<file path="src/hdl/jtve_pkg.sv">
// Shared types and constants for the tag/value extractor.
package jtve_pkg;

  // Input word action codes (s_tuser)
  localparam logic ACT_DATA    = 1'b0;
  localparam logic ACT_RESTART = 1'b1;

  // Result word kind codes (m_tuser)
  localparam logic KIND_BYTE = 1'b0;
  localparam logic KIND_DONE = 1'b1;

  // Configuration register indexes
  localparam logic [1:0] CFG_TAG_BYTES      = 2'd0;
  localparam logic [1:0] CFG_TAG_LENGTH     = 2'd1;
  localparam logic [1:0] CFG_END_CHAR       = 2'd2;
  localparam logic [1:0] CFG_VALUE_CAPACITY = 2'd3;

  // Reset values of configuration
  localparam logic [3:0] TAG_LENGTH_RST     = 4'd1;
  localparam logic [7:0] END_CHAR_RST       = 8'h22;
  localparam logic [7:0] VALUE_CAPACITY_RST = 8'd140;

  // Character constants
  localparam logic [7:0] CH_BACKSLASH = 8'h5c;
  localparam logic [7:0] CH_PRINT_LO  = 8'h20;
  localparam logic [7:0] CH_PRINT_HI  = 8'h7e;
  localparam logic [7:0] CH_SEMI      = 8'h3b;
  localparam logic [7:0] CH_AMP       = 8'h26;
  localparam logic [7:0] CH_LC_U      = 8'h75;
  localparam logic [7:0] CH_UC_U      = 8'h55;
  localparam logic [7:0] CH_LC_N      = 8'h6e;
  localparam logic [7:0] CH_UC_N      = 8'h4e;
  localparam logic [7:0] CH_LC_M      = 8'h6d;
  localparam logic [7:0] CH_UC_M      = 8'h4d;
  localparam logic [7:0] CH_UC_A      = 8'h41;
  localparam logic [7:0] CH_UC_Z      = 8'h5a;
  localparam logic [7:0] CH_LC_L      = 8'h6c;
  localparam logic [7:0] CH_LC_G      = 8'h67;
  localparam logic [7:0] CH_LC_Q      = 8'h71;
  localparam logic [7:0] CH_LC_A      = 8'h61;
  localparam logic [7:0] CH_LT        = 8'h3c;
  localparam logic [7:0] CH_GT        = 8'h3e;
  localparam logic [7:0] CH_QUOT      = 8'h22;
  localparam logic [7:0] CH_APOS      = 8'h27;
  localparam logic [7:0] CASE_OFFSET  = 8'h20;

  localparam logic [2:0] UTF_SKIP_LEN   = 3'd4;
  localparam logic [2:0] ENTITY_MAX_LEN = 3'd5;

  typedef struct packed {
    logic       grabbing;
    logic [3:0] match_count;
    logic       escape_pending;
    logic       entity_active;
    logic [2:0] entity_count;
    logic [7:0] entity_first;
    logic [7:0] entity_second;
    logic [2:0] utf_skip;
    logic [7:0] stored_count;
  } st_t;

  typedef struct packed {
    logic [3:0] tag_length;
    logic [7:0] end_char;
    logic [7:0] value_capacity;
  } cfg_t;

  typedef struct packed {
    logic       valid;
    logic       kind;
    logic [7:0] value_byte;
    logic [7:0] value_length;
  } res_t;

  // Entity name decode; zero means unknown entity
  function automatic logic [7:0] decode_entity(input logic [7:0] a, input logic [7:0] b);
    logic [7:0] f;
    logic [7:0] d;
    f = a;
    if (a >= CH_UC_A && a <= CH_UC_Z) f = a + CASE_OFFSET;
    case (f)
      CH_LC_L: d = CH_LT;
      CH_LC_G: d = CH_GT;
      CH_LC_Q: d = CH_QUOT;
      CH_LC_A: d = (b == CH_LC_M || b == CH_UC_M) ? CH_AMP : CH_APOS;
      default: d = 8'h00;
    endcase
    return d;
  endfunction

endpackage

</file>
<file path="src/hdl/jtve_step.sv">
// Per-byte next-state and result logic of the extractor.
module jtve_step import jtve_pkg::*; #(
  parameter int TAG_MAX_BYTES = 8
) (
  input  logic                          action,
  input  logic [7:0]                    data_byte,
  input  logic [TAG_MAX_BYTES-1:0][7:0] tag,
  input  cfg_t                          cfg,
  input  st_t                           st,
  output st_t                           st_next,
  output res_t                          res
);

  localparam int IW = (TAG_MAX_BYTES > 1) ? $clog2(TAG_MAX_BYTES) : 1;
  localparam logic [3:0] TAG_MAX = 4'(TAG_MAX_BYTES);

  logic [3:0] eff_len;
  logic       restart_match;
  logic [3:0] match_inc;
  logic [7:0] ent_dec;
  logic [7:0] keep_val;
  logic       keep_req;

  always_comb begin
    eff_len = cfg.tag_length;
    if (eff_len == 4'd0) eff_len = 4'd1;
    if (eff_len > TAG_MAX) eff_len = TAG_MAX;
  end

  assign restart_match = (st.match_count == 4'd0) ||
                         (data_byte != tag[st.match_count[IW-1:0]]);
  assign match_inc = (restart_match ? 4'd0 : st.match_count) + 4'd1;
  assign ent_dec = decode_entity(st.entity_first, st.entity_second);

  always_comb begin
    st_next  = st;
    res      = '0;
    keep_req = 1'b0;
    keep_val = data_byte;
    if (action == ACT_RESTART) begin
      st_next.grabbing       = 1'b0;
      st_next.match_count    = 4'd0;
      st_next.escape_pending = 1'b0;
    end else if (!st.grabbing) begin
      if (restart_match && data_byte != tag[0]) begin
        st_next.match_count = 4'd0;
      end else if (match_inc >= eff_len) begin
        st_next.match_count    = 4'd0;
        st_next.grabbing       = 1'b1;
        st_next.entity_active  = 1'b0;
        st_next.escape_pending = 1'b0;
        st_next.utf_skip       = 3'd0;
        st_next.stored_count   = 8'd0;
      end else begin
        st_next.match_count = match_inc;
      end
    end else if (st.utf_skip != 3'd0) begin
      st_next.utf_skip = st.utf_skip - 3'd1;
    end else if (st.entity_active) begin
      if (data_byte == CH_SEMI) begin
        st_next.entity_active = 1'b0;
        keep_val = ent_dec;
        keep_req = (ent_dec != 8'h00);
      end else begin
        if (st.entity_count == 3'd0) st_next.entity_first = data_byte;
        else if (st.entity_count == 3'd1) st_next.entity_second = data_byte;
        st_next.entity_count = st.entity_count + 3'd1;
        if (st.entity_count + 3'd1 > ENTITY_MAX_LEN) st_next.entity_active = 1'b0;
      end
    end else if (st.escape_pending) begin
      st_next.escape_pending = 1'b0;
      if (data_byte == CH_LC_U || data_byte == CH_UC_U) begin
        st_next.utf_skip = UTF_SKIP_LEN;
      end else if (!(data_byte == CH_LC_N || data_byte == CH_UC_N)) begin
        keep_req = (data_byte >= CH_PRINT_LO) && (data_byte <= CH_PRINT_HI);
      end
    end else if (data_byte == cfg.end_char) begin
      st_next.grabbing = 1'b0;
      res.valid        = 1'b1;
      res.kind         = KIND_DONE;
      res.value_length = st.stored_count;
    end else if (data_byte == CH_BACKSLASH) begin
      st_next.escape_pending = 1'b1;
    end else if (data_byte == CH_AMP) begin
      st_next.entity_active = 1'b1;
      st_next.entity_count  = 3'd0;
    end else begin
      keep_req = (data_byte >= CH_PRINT_LO) && (data_byte <= CH_PRINT_HI);
    end

    // Capacity check: over-capacity bytes are dropped silently
    if (keep_req && st.stored_count < cfg.value_capacity) begin
      st_next.stored_count = st.stored_count + 8'd1;
      res.valid            = 1'b1;
      res.kind             = KIND_BYTE;
      res.value_byte       = keep_val;
      res.value_length     = st.stored_count + 8'd1;
    end
  end

endmodule

</file>
<file path="src/hdl/json_tag_value_extractor.sv">
// Top level of the JSON tag/value extractor: channels, registers, output stage.
//
// Usage:
//   s_* takes one word per byte of the text stream: s_tdata is the byte,
//   s_tuser is the action (0 = process byte, 1 = restart the tag hunt).
//   While hunting, bytes are matched against the configured tag; once it is
//   found, value bytes are decoded (backslash escapes, HTML entities) and
//   each kept byte leaves on m_* with its running length; an unescaped end
//   character sends a completion word with the final length.
//   cfg_* writes one register per word (index 0 tag bytes, 1 tag length,
//   2 end character, 3 value capacity); cfg_ready is always high and writes
//   belong in idle periods.
// Data flow: one word per cycle sustained while m_tready is high.
//   An accepted byte sits in the input register and goes through the
//   per-byte logic (jtve_step) in the next cycle; its result, if any, is
//   put on m_* from the result register. No result, no word.
// Reset and stall:
//   rst (synchronous) clears the hunt state, the stages and the registers
//   to their defaults. When m_tready is low with a result pending, an empty
//   input register still takes one more word; then s_tready drops.
module json_tag_value_extractor import jtve_pkg::*; #(
  parameter int TAG_MAX_BYTES = 8
) (
  input  logic        clk,
  input  logic        rst,
  input  logic        s_tvalid,
  output logic        s_tready,
  input  logic [7:0]  s_tdata,   // [7:0] data_byte
  input  logic        s_tuser,   // [0] action
  output logic        m_tvalid,
  input  logic        m_tready,
  output logic [15:0] m_tdata,   // [7:0] value_byte, [15:8] value_length
  output logic        m_tuser,   // [0] kind
  input  logic        cfg_valid,
  output logic        cfg_ready,
  input  logic [1:0]  cfg_index,
  input  logic [63:0] cfg_data
);

  // Configuration registers; only the low TAG_MAX_BYTES tag bytes are kept
  logic [TAG_MAX_BYTES-1:0][7:0] tag;
  cfg_t cfg;

  // Input register
  logic       in_valid;
  logic       in_action;
  logic [7:0] in_byte;

  // Extractor state
  st_t  st;
  st_t  st_next;
  res_t res;

  // Result register
  logic       out_valid;
  logic       out_kind;
  logic [7:0] out_byte;
  logic [7:0] out_len;

  logic advance;

  assign cfg_ready = 1'b1;

  always_ff @(posedge clk) begin
    if (rst) begin
      tag <= '0;
      cfg.tag_length     <= TAG_LENGTH_RST;
      cfg.end_char       <= END_CHAR_RST;
      cfg.value_capacity <= VALUE_CAPACITY_RST;
    end else if (cfg_valid && cfg_ready) begin
      case (cfg_index)
        CFG_TAG_BYTES: begin
          for (int i = 0; i < TAG_MAX_BYTES; i++) tag[i] <= cfg_data[8*i +: 8];
        end
        CFG_TAG_LENGTH:     cfg.tag_length     <= cfg_data[3:0];
        CFG_END_CHAR:       cfg.end_char       <= cfg_data[7:0];
        CFG_VALUE_CAPACITY: cfg.value_capacity <= cfg_data[7:0];
        default: ;
      endcase
    end
  end

  // The registered byte moves on whenever the result register can take a word
  assign advance  = in_valid && (!out_valid || m_tready);
  assign s_tready = !in_valid || advance;

  always_ff @(posedge clk) begin
    if (rst) begin
      in_valid <= 1'b0;
    end else if (s_tready) begin
      in_valid <= s_tvalid;
    end
  end

  always_ff @(posedge clk) begin
    if (s_tready && s_tvalid) begin
      in_action <= s_tuser;
      in_byte   <= s_tdata;
    end
  end

  jtve_step #(
    .TAG_MAX_BYTES(TAG_MAX_BYTES)
  ) u_step (
    .action   (in_action),
    .data_byte(in_byte),
    .tag      (tag),
    .cfg      (cfg),
    .st       (st),
    .st_next  (st_next),
    .res      (res)
  );

  always_ff @(posedge clk) begin
    if (rst) begin
      st <= '0;
    end else if (advance) begin
      st <= st_next;
    end
  end

  // Result register
  always_ff @(posedge clk) begin
    if (rst) begin
      out_valid <= 1'b0;
    end else if (advance) begin
      out_valid <= res.valid;
    end else if (m_tready) begin
      out_valid <= 1'b0;
    end
  end

  always_ff @(posedge clk) begin
    if (advance && res.valid) begin
      out_kind <= res.kind;
      out_byte <= res.value_byte;
      out_len  <= res.value_length;
    end
  end

  assign m_tvalid = out_valid;
  assign m_tuser  = out_kind;
  assign m_tdata  = {out_len, out_byte};

  // A value byte always carries a length of at least one
  a_len_nonzero: assert property (@(posedge clk) disable iff (rst)
    (m_tvalid && m_tuser == KIND_BYTE) |-> (m_tdata[15:8] != 8'd0))
    else $error("value byte with zero length");

  // Completion words carry no byte
  a_done_zero: assert property (@(posedge clk) disable iff (rst)
    (m_tvalid && m_tuser == KIND_DONE) |-> (m_tdata[7:0] == 8'd0))
    else $error("completion word with nonzero byte");

  // Unicode skip never exceeds the four hex digits
  a_utf_range: assert property (@(posedge clk) disable iff (rst)
    st.utf_skip <= UTF_SKIP_LEN)
    else $error("utf skip count out of range");

  // A live entity never holds more than the length limit
  a_entity_len: assert property (@(posedge clk) disable iff (rst)
    st.entity_active |-> (st.entity_count <= ENTITY_MAX_LEN))
    else $error("entity count past limit");

  // Partial tag match always stays below the tag storage depth
  a_match_range: assert property (@(posedge clk) disable iff (rst)
    st.match_count < 4'(TAG_MAX_BYTES))
    else $error("match count out of range");

endmodule
</file>
<file path="config.mk">
export PLATFORM = sky130hd
export DESIGN_NAME = json_tag_value_extractor
export DESIGN_NICKNAME = d
export VERILOG_FILES = /design/src/hdl/jtve_pkg.sv /design/src/hdl/jtve_step.sv /design/src/hdl/json_tag_value_extractor.sv
export SDC_FILE = /design/constraint.sdc
export NUM_CORES = 1
export LEC_CHECK = 0
export BUFFER_PORTS_ARGS = -buffer_cell sky130_fd_sc_hd__buf_2
export CELL_PAD_IN_SITES_DETAIL_PLACEMENT = 0
export CELL_PAD_IN_SITES_GLOBAL_PLACEMENT = 1
export CORE_MARGIN = 8
export CORE_UTILIZATION = 40
export CTS_CLUSTER_DIAMETER = 80
export CTS_CLUSTER_SIZE = 24
export DETAILED_ROUTE_END_ITERATION = 8
export PLACE_DENSITY_LB_ADDON = 0.1
export REMOVE_ABC_BUFFERS = 1
export SLEW_MARGIN = 0
export SYNTH_ARGS = -nofsm -noshare
export SYNTH_HDL_FRONTEND = slang
export SYNTH_HIERARCHICAL = 1
export SYNTH_SLANG_ARGS = --single-unit
export TNS_END_PERCENT = 1
</file>
<file path="constraint.sdc">
create_clock -name clk -period 3.81 [get_ports clk]
set_input_delay 0.381 -clock clk [delete_from_list [all_inputs] [get_ports clk]]
set_output_delay 0.381 -clock clk [all_outputs]
set_load 0.02 [all_outputs]
</file>
==> impl_metrics.ini <==
[sta]
finalMaxSlewViolations = 0
fmax_mhz = 258
slew_headroom_pct = 44.8
final.setup.tns_ps = -174
finalCritPeriodShare_pct = 102
final.setup_skew_ps = 9.37
hold_viol = 0
worst_slack_ps = -61.5
rsz0062_at_grt = yes
setup_viol = 7
period_needed_ps = 3870
tightestPinTransition_ps = 828

[floorplan]
die_w_um = 158
die_h_um = 158
coreArea_um2 = 20000
dieArea_um2 = 24900
fp-row-count = 52
ios = 100
start_util_pct = 40.3

[placed_design]
hpwl_um = 14500
place.gp.congestion = 0.752
io_buffers = 98

[worst_setup_path]
start_kind = register
endpoint_kind = register
path_buf_inv = 4
critPathMaxFanout = 10
path_class = register to register
setup.worst_path.start = st[33]
worstReg2RegStart = st[33]
path_cells = buf_6, buf_12, mux4_2, mux2i_1, xnor2_1, or4_4, nor2_4, ha_4, ha_4, a21o_1, a21o_1, a21oi_2, buf_6, a2111oi_4, buf_12, o31ai_2, nand2b_1, mux2i_1
slowest_stage = or4_4
crit_arrival_ps = 4230
worst_path_largest_cell_delay_ps = 580
required_ps = 4170
crit_family = multiplexers

[finish]
drive_gt1_share_pct = 23.2
design.final.nets = 1103
n_fill_cell = 2011
regArea_um2 = 3230
multi_input_area_um2 = 4500
num_antenna_cells = 0
area_delta_synth_final_pct = 19.8

[detailed_routing]
wl_per_cell_um = 16.0
via_count = 6436
totalWireLength_um = 20500
drt_iter0_drc = 297
post_drt_via_cell_ratio = 5.00
first_pass_iters = 4
ant_nets = 0
drc = 0

[run_status]
status = complete, but fails checks
failed_checks = negative setup slack

[cts]
cts.sinks = 148
cts_root_buf = clkbuf_16
clock_latency_ps = 430
htree_levels = 4
cts_tree = done
cts.reportedPaths.clkPinSlew_ps = 70
holdBufCountCts = 0
clk_path_buf_depth = 2
numCtsBuffers = 17

[power]
vdd_drop_max_v = 0.000254
power_mw = 3.51
leakagePower_nw = 3.68
power_density_nw_per_um2 = 364

[worst_hold_path]
hp-start = s_tdata[1]
hp-class = input pin to register

[synthesis]
synth_cells = 901
syn-cell-area_um2 = 8050
synth.avg_cell_area_um2 = 8.94
ys.warnings.count = 6

[grt]
grtUsageTotal_pct = 17.1
grt_pass1_wl_um = 33500
antenna_found_initial = 0
gr-total-overflow = 0
grt_max_degree = 79
first_global_vias = 6290

[run]
drv_cap = 0
## where the power goes
group / total, mW / internal [mW] / switching (mW) / leakage (nW)
Clock: 1.58 / 0.850 / 0.733 / 0.273
Sequential: 1.66 / 1.63 / 0.0304 / 1.26
Combinational: 0.272 / 0.122 / 0.151 / 2.14
## layout by cell type (no fill, tap or decap), types with 4 or more instances in the layout
cell,count
a21o_1,6
a21oi_1,90
a31oi_1,8
and2_1,4
and3_1,7
buf_12,5
buf_2,97
buf_4,37
buf_6,4
clkbuf_16,17
dfxtp_1,120
edfxtp_1,26
ha_1,17
inv_1,30
inv_6,4
mux2_2,15
mux2i_1,54
mux4_2,13
nand2_1,164
nand2b_1,81
nand3_1,16
nand3b_1,5
nand4_1,6
nand4b_1,6
nor2_1,37
nor3_1,13
nor4_1,7
o21ai_0,12
o31ai_1,7
xnor2_1,5
xor2_1,21
## flip-flops by register name, indices dropped and copies added, names as in the netlist
signal,flops
out_len,8
st,36
in_byte,8
tag,64
m_tuser,1
cfg,20
in_valid,1
m_tvalid,1
in_action,1
out_byte,8
## metrics by stage
stage / hold WS (ps) / util [%] / instance area [um2] / worst slack [ps] / cells
CTS: 105 / 48.0 / 9600 / -118 / 1285
floorplan: 425 / - / 7690 / -581 / 840
finish: 128 / 48.3 / 9640 / -61.5 / 1286
detailed placement: 442 / 44.6 / 8900 / -319 / 1250
global placement: 440 / 44.6 / 8900 / -234 / 1250
global route: 109 / 48.3 / 9640 / -226 / 1286
## worst register-to-register path, cell delays in order (launching register included)
cell and delay, ps:
dfxtp_2 360, buf_6 150, buf_12 120, mux4_2 500, mux2i_1 180, xnor2_1 110, or4_4 580, nor2_4 140
ha_4 220, ha_4 200, a21o_1 180, a21o_1 160, a21oi_2 140, buf_6 140, a2111oi_4 50, buf_12 170
o31ai_2 210, nand2b_1 80, mux2i_1 120
## metal layers
layer,share of wire [%],global-route usage (%),vias up
met3,3.5,3.14,19
met5,0,0,-
li1,-,-,3335
met1,48,22.4,2975
met4,1.6,5.67,0
met2,47,28.1,107
## repair_timing
| action | CTS | global route |
|---|---|---|
| setup buffers | 3 | 1 |
| endpoints found under the setup margin | 18 | 18 |
| pin swaps | 11 | 8 |
| gates resized for setup | 26 | 10 |
## worst paths after layout
kind / depth (start not counted) / slack, ps / endpoint
max: 18 / -60 / st[0]
min: 1 / 130 / in_byte[1]
max reg2reg: 18 / -60 / st[0]
min reg2reg: 2 / 450 / tag[47]
## area by class of cell
cell class                      instances  area share, %
Multi-Input combinational cell        662           46.6
Inverter                               30           1.17
Clock buffer                           17           4.41
Sequential cell                       148           33.5
Timing Repair Buffer                  144           9.57
Clock inverter                         15           1.25
Tap cell                              270           3.50
No activity file was read; power rests on OpenSTA's default activity.
